## src/design/svwc_pkg.sv

```systemverilog
// Package for the supply voltage window classifier: status codes, window table, classify helper.
package svwc_pkg;

   // Number of condition channels kept (1..8); channel c uses window row c mod 4.
   localparam int CHANNELS = 4;

   // Number of status fields on the result port.
   localparam int REPORTED = 4;

   localparam int VOLT_WIDTH   = 16;
   localparam int DECI_WIDTH   = 10;
   localparam int CSR_IDX_WIDTH = 1;

   // v / 100 == (v * DECI_RECIP) >> DECI_SHIFT for every 16-bit v.
   localparam logic [16:0] DECI_RECIP = 17'd83887;
   localparam int          DECI_SHIFT = 23;
   localparam int          PROD_WIDTH = VOLT_WIDTH + 17;

   localparam logic [VOLT_WIDTH-1:0] OFF_THRESHOLD_RESET = 16'd3000;

   typedef enum logic [CSR_IDX_WIDTH-1:0] {
      CSR_SYSTEM_TYPE   = 1'b0,
      CSR_OFF_THRESHOLD = 1'b1
   } csr_index_type;

   typedef enum logic {
      SYSTEM_12V = 1'b0,
      SYSTEM_24V = 1'b1
   } system_type;

   typedef enum logic [1:0] {
      STATUS_INVALID = 2'd0,
      STATUS_LOW     = 2'd1,
      STATUS_NORMAL  = 2'd2,
      STATUS_HIGH    = 2'd3
   } status_type;

   typedef struct packed {
      logic [VOLT_WIDTH-1:0] normal_to_low;
      logic [VOLT_WIDTH-1:0] low_to_normal;
      logic [VOLT_WIDTH-1:0] normal_to_high;
      logic [VOLT_WIDTH-1:0] high_to_normal;
   } window_type;

   // Rows 0 and 2 share one window, rows 1 and 3 the other.
   function automatic window_type window_of(system_type sys, logic [1:0] row);
      window_type w;
      w = '0;
      case ({sys, row[0]})
         2'b00:   w = '{16'd8500,  16'd9000,  16'd16500, 16'd16000};
         2'b01:   w = '{16'd6000,  16'd6500,  16'd18000, 16'd17500};
         2'b10:   w = '{16'd17500, 16'd18000, 16'd32500, 16'd32000};
         2'b11:   w = '{16'd12000, 16'd12500, 16'd36000, 16'd35500};
         default: w = '0;
      endcase
      return w;
   endfunction

   // Hysteresis: previous status picks the lower and upper bounds.
   function automatic status_type classify(status_type prev, logic [VOLT_WIDTH-1:0] v,
                                           window_type w);
      logic [VOLT_WIDTH-1:0] lower;
      logic [VOLT_WIDTH-1:0] upper;
      status_type            s;
      case (prev)
         STATUS_NORMAL: begin
            lower = w.normal_to_low;
            upper = w.normal_to_high;
         end
         STATUS_HIGH: begin
            lower = w.normal_to_low;
            upper = w.high_to_normal;
         end
         default: begin
            lower = w.low_to_normal;
            upper = w.normal_to_high;
         end
      endcase
      if (v < lower) begin
         s = STATUS_LOW;
      end else if (v > upper) begin
         s = STATUS_HIGH;
      end else begin
         s = STATUS_NORMAL;
      end
      return s;
   endfunction

endpackage

```

## src/design/supply_voltage_window_classifier.sv

```systemverilog
// Top level of the supply voltage window classifier.
//
//  channel | ports                                   | dir | word
//  --------+-----------------------------------------+-----+------------------------------
//  req     | req_valid / req_ready / req_voltage_mv  | in  | one voltage sample, mV
//  rsp     | rsp_valid / rsp_ready / rsp_*           | out | decivolts, supply off, 4 status
//  csr     | csr_valid / csr_ready / csr_index/data  | in  | register write
//
// One word per cycle unless rsp stalls; a word passes the input register, then
// the result register. The only work between them is one 16x17 multiply for the
// divide-by-100, 16-bit compares for zero and supply off, two compares per channel.
// Reset (synchronous, high) empties both registers, sets every channel to invalid,
// selects the 12 V tables and loads the default supply-off threshold.
// A stalled result holds; the input register keeps taking words as long as the
// result register drains or is empty. csr writes are taken every cycle.
module supply_voltage_window_classifier (
   input  logic                                    clock,
   input  logic                                    reset,
   input  logic                                    req_valid,
   output logic                                    req_ready,
   input  logic [svwc_pkg::VOLT_WIDTH-1:0]         req_voltage_mv,
   output logic                                    rsp_valid,
   input  logic                                    rsp_ready,
   output logic [svwc_pkg::DECI_WIDTH-1:0]         rsp_voltage_decivolts,
   output logic                                    rsp_supply_off,
   output svwc_pkg::status_type                    rsp_function_status,
   output svwc_pkg::status_type                    rsp_network_status,
   output svwc_pkg::status_type                    rsp_diagnostic_status,
   output svwc_pkg::status_type                    rsp_power_control_status,
   input  logic                                    csr_valid,
   output logic                                    csr_ready,
   input  logic [svwc_pkg::CSR_IDX_WIDTH-1:0]      csr_index,
   input  logic [svwc_pkg::VOLT_WIDTH-1:0]         csr_data
);
   import svwc_pkg::*;

   // Configuration registers
   system_type              sys_ff;
   logic [VOLT_WIDTH-1:0]   threshold_ff;

   // Input register
   logic                    in_valid_ff;
   logic [VOLT_WIDTH-1:0]   volt_ff;

   // Channel state
   status_type              status_ff [CHANNELS];
   status_type              status_in [CHANNELS];
   status_type              report_in [REPORTED];

   // Result register
   logic                    out_valid_ff;
   logic [DECI_WIDTH-1:0]   deci_ff;
   logic                    off_ff;
   status_type              report_ff [REPORTED];

   logic                    advance;
   logic                    zero_sample;
   logic [PROD_WIDTH-1:0]   prod;
   logic [DECI_WIDTH-1:0]   deci_in;
   logic                    off_in;

   // Input word moves to the result register when that one is free or draining.
   assign advance   = in_valid_ff && (!out_valid_ff || rsp_ready);
   assign req_ready = !in_valid_ff || advance;
   assign csr_ready = 1'b1;

   // Divide by 100 via reciprocal multiply; exact over the full 16-bit range.
   assign prod        = PROD_WIDTH'(volt_ff) * PROD_WIDTH'(DECI_RECIP);
   assign deci_in     = prod[DECI_SHIFT +: DECI_WIDTH];
   assign off_in      = volt_ff < threshold_ff;
   assign zero_sample = volt_ff == '0;

   // Every channel is classified in parallel against its own window row.
   for (genvar c = 0; c < CHANNELS; c++) begin : g_chan
      assign status_in[c] = zero_sample ? STATUS_INVALID
                          : classify(status_ff[c], volt_ff, window_of(sys_ff, 2'(c % 4)));
   end

   // Channels that do not exist report invalid; extra channels are not reported.
   for (genvar k = 0; k < REPORTED; k++) begin : g_report
      if (k < CHANNELS) begin : g_live
         assign report_in[k] = status_in[k];
      end else begin : g_none
         assign report_in[k] = STATUS_INVALID;
      end
   end

   always_ff @(posedge clock) begin
      if (reset) begin
         sys_ff       <= SYSTEM_12V;
         threshold_ff <= OFF_THRESHOLD_RESET;
      end else if (csr_valid && csr_ready) begin
         case (csr_index)
            CSR_SYSTEM_TYPE:   sys_ff       <= system_type'(csr_data[0]);
            CSR_OFF_THRESHOLD: threshold_ff <= csr_data;
            default: ;
         endcase
      end
   end

   always_ff @(posedge clock) begin
      if (reset) begin
         in_valid_ff <= 1'b0;
      end else if (req_ready) begin
         in_valid_ff <= req_valid;
      end
      if (req_valid && req_ready) begin
         volt_ff <= req_voltage_mv;
      end
   end

   always_ff @(posedge clock) begin
      if (reset) begin
         for (int c = 0; c < CHANNELS; c++) begin
            status_ff[c] <= STATUS_INVALID;
         end
      end else if (advance) begin
         for (int c = 0; c < CHANNELS; c++) begin
            status_ff[c] <= status_in[c];
         end
      end
   end

   always_ff @(posedge clock) begin
      if (reset) begin
         out_valid_ff <= 1'b0;
      end else if (advance) begin
         out_valid_ff <= 1'b1;
      end else if (rsp_ready) begin
         out_valid_ff <= 1'b0;
      end
      if (advance) begin
         deci_ff <= deci_in;
         off_ff  <= off_in;
         for (int k = 0; k < REPORTED; k++) begin
            report_ff[k] <= report_in[k];
         end
      end
   end

   assign rsp_valid                = out_valid_ff;
   assign rsp_voltage_decivolts    = deci_ff;
   assign rsp_supply_off           = off_ff;
   assign rsp_function_status      = report_ff[0];
   assign rsp_network_status       = report_ff[1];
   assign rsp_diagnostic_status    = report_ff[2];
   assign rsp_power_control_status = report_ff[3];

   // A zero sample leaves every reported channel invalid.
   a_zero_invalid: assert property (@(posedge clock) disable iff (reset)
      advance && zero_sample |=> rsp_function_status == STATUS_INVALID
         && rsp_network_status == STATUS_INVALID
         && rsp_diagnostic_status == STATUS_INVALID
         && rsp_power_control_status == STATUS_INVALID)
      else $error("zero sample did not invalidate channels");

   // A nonzero sample always yields a real status on channel 0.
   a_nonzero_valid: assert property (@(posedge clock) disable iff (reset)
      advance && !zero_sample |=> rsp_function_status != STATUS_INVALID)
      else $error("nonzero sample left channel 0 invalid");

   // Decivolts times 100 never exceeds the sample and misses it by less than 100.
   a_deci_range: assert property (@(posedge clock) disable iff (reset)
      advance |=> (17'(rsp_voltage_decivolts) * 17'd100 <= 17'($past(volt_ff)))
         && (17'(rsp_voltage_decivolts) * 17'd100 + 17'd100 > 17'($past(volt_ff))))
      else $error("divide by 100 out of range");

   // Input side only back-pressures when both registers are full and stalled.
   a_ready_cause: assert property (@(posedge clock) disable iff (reset)
      !req_ready |-> in_valid_ff && out_valid_ff && !rsp_ready)
      else $error("input stalled without cause");

endmodule
```

## config.mk

```make
export PLATFORM = sky130hd
export DESIGN_NAME = supply_voltage_window_classifier
export DESIGN_NICKNAME = d
export VERILOG_FILES = /design/src/design/svwc_pkg.sv /design/src/design/supply_voltage_window_classifier.sv
export SDC_FILE = /design/constraint.sdc
export NUM_CORES = 1
export LEC_CHECK = 0
export BUFFER_PORTS_ARGS = -buffer_cell sky130_fd_sc_hd__buf_4
export CORE_MARGIN = 2
export CORE_UTILIZATION = 50
export CTS_CLUSTER_DIAMETER = 120
export DETAILED_ROUTE_END_ITERATION = 8
export PLACE_DENSITY = 0.68
export SETUP_SLACK_MARGIN = 0.15
export SYNTH_ARGS = -nofsm -noshare
export SYNTH_HDL_FRONTEND = slang
export SYNTH_SLANG_ARGS = --single-unit
```

## constraint.sdc

```tcl
create_clock -name clock -period 14.1 [get_ports clock]
set_clock_uncertainty 0.15 [all_clocks]
set_input_delay 2.115 -clock clock [delete_from_list [all_inputs] [get_ports clock]]
set_output_delay 2.115 -clock clock [all_outputs]
set_load 0.01 [all_outputs]
```

==> results_dict.tcl, run 1 <==
set metrics [dict create \
    post_synth_and_or_nand_nor_area_fraction 0.0890 \
    timing.reg2reg.setup_slack_ns 7.53 \
    timing.hold.worst_endpoint "threshold_ff[13]" \
    mostFrequentLayoutCells "sky130_fd_sc_hd__ha_1, sky130_fd_sc_hd__inv_1, sky130_fd_sc_hd__fa_1" \
    num_vias 6885 \
    sum_of_negative_setup_slack_ns 0 \
    yosysUniqueCellTypes 54 \
    clock_latency_ns 0.33 \
    row_count 50 \
    critical_path.max_stage_delay_ns 0.77 \
    drive_gt1_frac 0.0832 \
    antenna_violations_before_repair 0 \
    clock_tree_from_tritoncts "yes" \
    antenna_violating_nets_post_route 0 \
    cap_violations 0 \
    worstHoldPathCells 2 \
    grt_util_all_layers 0.227 \
    period_minus_slack_ns 6.57 \
    arrival_ns 6.50 \
    rsz_0062_raised_after_global_routing "no" \
    synth_seq_cells 62 \
    worst_slew_margin_rel 0.390 \
    netSwitchingPower_w 0.00109 \
    hold_buffers 0 \
    power_frac_clock 0.094 \
    synth_top_flop_cell "sky130_fd_sc_hd__edfxtp_1" \
    grt_pass1_wl_um 35200 \
    max-vdd-ir-drop_mv 0.212 \
    grt_overflow 0 \
    synth_enable_flop_cells 43 \
    synth-compound-area-share 0.114 \
    cts.root.buffer_cell "sky130_fd_sc_hd__clkbuf_16" \
    area_delta_synth_final_pct 10.2 \
    syn_inst 959 \
    port_buffers 58 \
    internal_power_w 0.00103 \
    route.detailed.vias_per_inst 5.48 \
    max_slew.worst_pin.slew_ns 0.914 \
    setup_viol_count_final 0 \
    drtIter0Drc 403 \
    cts.sinks 62 \
    worst_setup_path_end_kind "flip-flop" \
    worst_r2r_endpoint "rsp_voltage_decivolts[9]" \
    iteration_count_of_the_initial_detailed_routing_pass 4 \
    combinational_family_with_the_most_area_after_synthesis "adder cells" \
    clk_pin_slew_ns 0.05 \
    worst-path-max-fanout 11 \
    min-delay-path-class "reg2reg" \
    timing.critical_path.slowest_stage_cell "sky130_fd_sc_hd__edfxtp_1" \
    xor_xnor_share_of_the_synthesized_area 0.0103 \
    critical_path_required_ns 14.03 \
    cts_max_level 3 \
    critical_path.cell_chain "inv_1 > ha_1 > inv_1 > fa_1 > inv_1 > fa_1 > fa_1 > fa_1 > inv_1 > fa_1 > inv_1 > ha_1 > a21oi_1 > o22ai_1 > o211ai_1 > o211ai_2 > o31ai_1 > o21bai_1 > xnor2_1" \
    floorplan.initialDensity 0.505 \
    power.leakage_nw 5.41 \
    cts_repair_resize_count 0 \
    dieHeight_um 141 \
    io_pins 60 \
    final_cells 1256 \
    placed_cells_incl_taps 1240 \
    power_switching_share 0.514 \
    cellPowerDensity_nw_per_um2 207 \
    wl_per_cell_um 17.2 \
    aggregate_routed_wire_length_um 21600 \
    reg2regPathDepth 19 \
    ys.warnings.count 0 \
    power.share.combinational 0.785 \
    min_period_over_period 0.466 \
    outcome "completed" \
    dieArea_um2 19800 \
    seq_power_share 0.121 \
    remaining_routing_drc_violations 0 \
    synthesis.nets 1325 \
    final_common_cell "sky130_fd_sc_hd__ha_1" \
    pin_count_of_the_biggest_net_entering_global_routing 22 \
    dieWidth_um 141 \
    post_synth_mux_area_share 0 \
    hold_crit_start "threshold_ff[13]" \
    postCtsSetupRepairBufs 0 \
    synth_async_sr_flop_share 0 \
    fmax_ghz 0.152 \
    dp.final_hpwl_um 17800 \
    core_area_um2 18500 \
    post_synth_fa_ha_maj_area_fraction 0.517 \
    dp_area_um2 10000 \
    cts_inserted_buffers 9 \
    stdcell_area_um2 10300 \
    gp_routability_congestion 0.896 \
    ctsLongestPathBuffers 2 \
    mappedNetlistArea_um2 9350 \
    finalNetCount 1383 \
    finalHoldWorstSlack_ns 0.304 \
    design_power_total_w 0.00213 \
    cp_launch_type "flip-flop" \
    rr_startpoint "volt_ff[2]" \
    grt_pass1_vias 7078 \
    timing_max_transition_violations_final 0 \
    synth_seq_area_share 0.179 \
    final-hold-violation-count 0 \
    antenna_cells 0 \
    timing_worst_setup_path_type "reg2reg" \
    synth.avg_cell_area_um2 9.75 \
]
## metrics by stage
step	worst slack [ns]	util
2_1_floorplan	8.22	-
3_3_place_gp	7.71	0.542
3_5_place_dp	7.57	0.542
4_1_cts	7.60	0.556
5_1_grt	7.25	0.556
6_report	7.53	0.556
## flip-flops by register name (all words and copies together) (netlist names)
register               count
sys_ff                     1
rsp_voltage_decivolts     10
in_valid_ff                1
status_ff                  8
volt_ff                   16
threshold_ff              16
rsp_valid                  1
report_ff                  8
rsp_supply_off             1
## Yosys cell counts (2+ instances only)
cell type,number,area share
sky130_fd_sc_hd__o31a_1,3,0.0028
sky130_fd_sc_hd__clkbuf_1,10,0.0040
sky130_fd_sc_hd__a211oi_1,4,0.0032
sky130_fd_sc_hd__nand3_1,17,0.0091
sky130_fd_sc_hd__a2111oi_0,5,0.0047
sky130_fd_sc_hd__a31oi_1,5,0.0033
sky130_fd_sc_hd__or2_2,2,0.0013
sky130_fd_sc_hd__edfxtp_1,43,0.14
sky130_fd_sc_hd__a21oi_1,56,0.030
sky130_fd_sc_hd__nand4_1,8,0.0054
sky130_fd_sc_hd__and2_1,2,0.0013
sky130_fd_sc_hd__nor3_1,7,0.0037
sky130_fd_sc_hd__o211ai_1,5,0.0040
sky130_fd_sc_hd__xor2_1,4,0.0037
sky130_fd_sc_hd__o21ai_0,19,0.010
sky130_fd_sc_hd__nor4_1,5,0.0033
sky130_fd_sc_hd__a211o_1,2,0.0019
sky130_fd_sc_hd__a221oi_1,2,0.0019
sky130_fd_sc_hd__nand3b_1,8,0.0064
sky130_fd_sc_hd__a21o_1,29,0.023
sky130_fd_sc_hd__and3_1,2,0.0013
sky130_fd_sc_hd__nand2_2,2,0.0013
sky130_fd_sc_hd__o21bai_1,6,0.0048
sky130_fd_sc_hd__nand2b_1,7,0.0047
sky130_fd_sc_hd__fa_1,97,0.21
sky130_fd_sc_hd__inv_1,213,0.085
sky130_fd_sc_hd__o21a_1,5,0.0040
sky130_fd_sc_hd__xnor2_1,7,0.0066
sky130_fd_sc_hd__a311oi_1,2,0.0019
sky130_fd_sc_hd__nand2_1,62,0.025
sky130_fd_sc_hd__a2111oi_2,2,0.0032
sky130_fd_sc_hd__o211ai_2,2,0.0027
sky130_fd_sc_hd__nor2_1,37,0.015
sky130_fd_sc_hd__ha_1,231,0.31
sky130_fd_sc_hd__dfxtp_1,19,0.041
sky130_fd_sc_hd__o31ai_1,2,0.0016
sky130_fd_sc_hd__nor2b_1,6,0.0040
sky130_fd_sc_hd__a41oi_1,2,0.0019
sky130_fd_sc_hd__o2111ai_1,3,0.0028
sky130_fd_sc_hd__buf_4,2,0.0016
## how the worst max path moves through the flow
stage | cells after the start | slack [ns] | start | endpoint
after global placement | 19 | 7.71 | volt_ff[2] | rsp_voltage_decivolts[9]
final | 19 | 7.53 | volt_ff[2] | rsp_voltage_decivolts[9]
after detailed placement | 19 | 7.57 | volt_ff[2] | rsp_voltage_decivolts[9]
after CTS | 19 | 7.60 | volt_ff[2] | rsp_voltage_decivolts[9]
after floorplan | 18 | 8.22 | volt_ff[14] | rsp_voltage_decivolts[3]
after global routing | 19 | 7.25 | volt_ff[2] | rsp_voltage_decivolts[9]
## cell families after synthesis
logic type / after synthesis
flops: 62
compound gates: 160
buf+inv: 225
other cells: 1
fa+ha+maj: 328
simple gates: 172
xor+xnor: 11
## area by class of cell
cell class,count,area [um^2]
timing repair buffer,59,443
clock buffer,10,229
sequential,62,1670
multi-input combinational,672,6830
inverter,213,800
fill,1669,8220
tap,234,293
clock inverter,6,37.5
## metal layers
metal / share of wire / vias up / global-route usage
met3: 0.048 / 29 / 0.0329
met5: 0 / - / 0
met4: 0.021 / 0 / 0.0616
li1: - / 3350 / -
met2: 0.47 / 169 / 0.375
met1: 0.46 / 3337 / 0.315
## power groups by stage
stage               registers (W)  clock network (W)  logic [W]
finish                   0.000258           0.000199    0.00167
global route             0.000260           0.000210    0.00191
CTS                      0.000258           0.000204    0.00167
detailed placement       0.000262                  0    0.00165
global placement         0.000261                  0    0.00163
floorplan                0.000261                  0    0.00126
## critical path, delay by kind of cell (launching register included)
kind	cells	cell delay, ns
fa+ha+maj	7	3.29
compound gates	6	1.38
flops	1	0.77
buf+inv	5	0.57
xor+xnor	1	0.13
No activity file was read; power rests on OpenSTA's default activity.
==> run 2, diff against run 1 <==
--- a/config.mk
+++ b/config.mk
@@ -10,7 +10,7 @@
 export CORE_UTILIZATION = 50
 export CTS_CLUSTER_DIAMETER = 120
 export DETAILED_ROUTE_END_ITERATION = 8
-export PLACE_DENSITY = 0.68
+export PLACE_DENSITY = 0.7
 export SETUP_SLACK_MARGIN = 0.15
 export SYNTH_ARGS = -nofsm -noshare
 export SYNTH_HDL_FRONTEND = slang
==> constraint.sdc (replaced) <==
create_clock -name clock -period 5.3 [get_ports clock]
set_clock_uncertainty 0.15 [all_clocks]
set_input_delay 0.795 -clock clock [delete_from_list [all_inputs] [get_ports clock]]
set_output_delay 0.795 -clock clock [all_outputs]
set_load 0.01 [all_outputs]
==> run 2 against run 1 <==
Effect of this change:
- the flow now finishes with violations (setup timing)
- sequential power increased to 2.5 times the previous value
- combinational power increased to 4.1 times the previous value
- largest cell class unchanged
- flip-flop and latch count unchanged
- total power increased to 3.8 times the previous value
- critical endpoint is now rsp_voltage_decivolts[3]
- cell area increased by 14%
- highest routed layer unchanged
- critical path depth decreased by 2
- non-clock buffer count increased by 122
- sequential share of layout area decreased by 2.0 points
- final cell count increased by 9.7%
- first-iteration DRC count increased by 28%
- register-to-register slack got worse by 7.8 ns
==> results_dict.tcl, run 2 (synthesized netlist as in run 1, its figures left out) <==
set metrics [dict create \
    design_power_total_w 0.00812 \
    fillers 1492 \
    final_common_cell "sky130_fd_sc_hd__ha_1" \
    iteration_count_of_the_initial_detailed_routing_pass 5 \
    critical_path_required_ns 5.23 \
    setup_viol_count_final 10 \
    dp.final_hpwl_um 19200 \
    aggregate_routed_wire_length_um 23500 \
    dieArea_um2 19800 \
    stdcell_area_um2 11700 \
    cts.sinks 62 \
    worst_setup_path_end_kind "flip-flop" \
    antenna_violations_before_repair 0 \
    outcome "complete, but fails checks" \
    arrival_ns 5.53 \
    dieWidth_um 141 \
    crit_buf_inv 5 \
    io_pins 60 \
    grt_pass1_wl_um 37700 \
    critical_path.max_stage_delay_ns 0.58 \
    grt_util_all_layers 0.243 \
    timing.critical_path.max_delay_family "adder cells" \
    min-delay-path-class "reg2reg" \
    max-vdd-ir-drop_mv 0.739 \
    timing.critical_path.mode_cell "sky130_fd_sc_hd__fa_1" \
    timing.reg2reg.setup_slack_ns -0.30 \
    min_period_over_period 1.06 \
    core_area_um2 18500 \
    clock_latency_ns 0.34 \
    failed_checks "setup timing" \
    cap_violations 0 \
    dp_area_um2 10900 \
    row_count 50 \
    dieHeight_um 141 \
    remaining_routing_drc_violations 0 \
    cts.root.buffer_cell "sky130_fd_sc_hd__clkbuf_16" \
    power.leakage_nw 6.05 \
    antenna_cells 0 \
    period_minus_slack_ns 5.60 \
    grt_pass1_vias 7482 \
    final_core_utilization 0.633 \
    clk_pin_slew_ns 0.06 \
    final-hold-violation-count 0 \
    cts_max_level 3 \
    num_vias 7465 \
    ctsLongestPathBuffers 2 \
    pin_count_of_the_biggest_net_entering_global_routing 22 \
    critical_path.cell_chain "fa_1 > inv_2 > fa_1 > inv_2 > fa_1 > fa_1 > fa_1 > inv_1 > fa_1 > inv_2 > ha_4 > buf_4 > a41oi_2 > or4_4 > o21ai_2 > a31oi_1 > xnor2_1" \
    setup_slack_ns -0.299 \
    floorplan.initialDensity 0.505 \
    fmax_ghz 0.179 \
    worst_slew_margin_rel 0.336 \
    wl_per_cell_um 17.0 \
    drive_gt1_frac 0.237 \
    area_delta_synth_final_pct 25.3 \
    finalNetCount 1505 \
    clock_tree_from_tritoncts "yes" \
    grt_overflow 0 \
    max_slew.worst_pin.slew_ns 0.995 \
    cts_inserted_buffers 9 \
    drtIter0Drc 516 \
    timing_max_transition_violations_final 0 \
    cellPowerDensity_nw_per_um2 693 \
    route.detailed.vias_per_inst 5.42 \
    antenna_violating_nets_post_route 0 \
    finalHoldWorstSlack_ns 0.304 \
    timing_worst_setup_path_type "reg2reg" \
    mostFrequentLayoutCells "sky130_fd_sc_hd__ha_1, sky130_fd_sc_hd__inv_1, sky130_fd_sc_hd__buf_4" \
    timing.critical_path.slowest_stage_cell "sky130_fd_sc_hd__fa_1" \
    worst-path-max-fanout 5 \
    port_buffers 58 \
    cp_launch_type "flip-flop" \
    hold_buffers 0 \
    gp_routability_congestion 0.931 \
    rsz_0062_raised_after_global_routing "yes" \
]
==> run 2: cell count changes in the layout (fill, tap and decap cells not counted), moves of 3 or more <==
cell,before,now
sky130_fd_sc_hd__a21oi_1,56,44
sky130_fd_sc_hd__inv_1,213,201
sky130_fd_sc_hd__nand2_4,0,3
sky130_fd_sc_hd__buf_6,0,10
sky130_fd_sc_hd__inv_2,0,12
sky130_fd_sc_hd__nand2_1,62,58
sky130_fd_sc_hd__fa_1,97,91
sky130_fd_sc_hd__fa_2,0,6
sky130_fd_sc_hd__ha_1,231,213
sky130_fd_sc_hd__ha_4,0,17
sky130_fd_sc_hd__a21oi_2,0,9
sky130_fd_sc_hd__buf_4,59,171
sky130_fd_sc_hd__a21oi_4,0,3
==> run 2: path summary, 6_finish.rpt <==
check | startpoint | to | cells after the start
worst max-delay path | volt_ff[13] | rsp_voltage_decivolts[3] | 17
worst min register to register | threshold_ff[13] | threshold_ff[13] | 2
worst min-delay path | threshold_ff[13] | threshold_ff[13] | 2
worst max register to register | volt_ff[13] | rsp_voltage_decivolts[3] | 17
==> run 2: report_power, final <==
group	switching, W	internal (W)	leakage, nW
Clock	0.000247	0.000366	0.146
Combinational	0.00357	0.00328	5.33
Sequential	0.0000273	0.000629	0.571
==> run 2: timing repair <==
item | CTS | global route
pin swaps | 39 | 20
cloned | 0 | 0
buffers inserted | 20 | 6
setup endpoints to repair | 10 | 10
resized for setup | 41 | 18
==> run 2: layer usage <==
metal	GRT usage	routed length, um	vias to the layer above
met2	0.401	11100	212
met4	0.0632	467	0
met5	0	0	-
met3	0.0326	1330	30
li1	-	-	3588
met1	0.339	10600	3635
==> run 2: final cells by class <==
class	instances	area [um^2]	share of cell area
Clock inverter	7	73.8	0.00630
Inverter	213	800	0.0682
Multi-Input combinational cell	672	7260	0.619
Clock buffer	9	225	0.0192
Timing Repair Buffer	181	1400	0.119
Tap cell	234	293	0.0250
Sequential cell	62	1670	0.143
==> run 2: worst register-to-register path: cells and delay by family (launching register included) <==
| family | cells | cell delay [ns] |
|---|---|---|
| AO/OA/AOI/OAI | 3 | 0.40 |
| adder cells (fa/ha/maj) | 7 | 3.34 |
| flip-flops | 1 | 0.47 |
| XOR/XNOR | 1 | 0.14 |
| AND/OR/NAND/NOR | 1 | 0.53 |
| buffers and inverters | 5 | 0.33 |
==> run 2: per-stage QoR <==
step	instances	TNS [ns]	setup slack, ns
after floorplan	959	-1.16	-0.278
after CTS	1372	-1.56	-0.273
final	1378	-2.10	-0.299
after detailed placement	1336	-2.68	-0.397
after global placement	1336	-2.18	-0.341
after global routing	1378	-3.95	-0.499
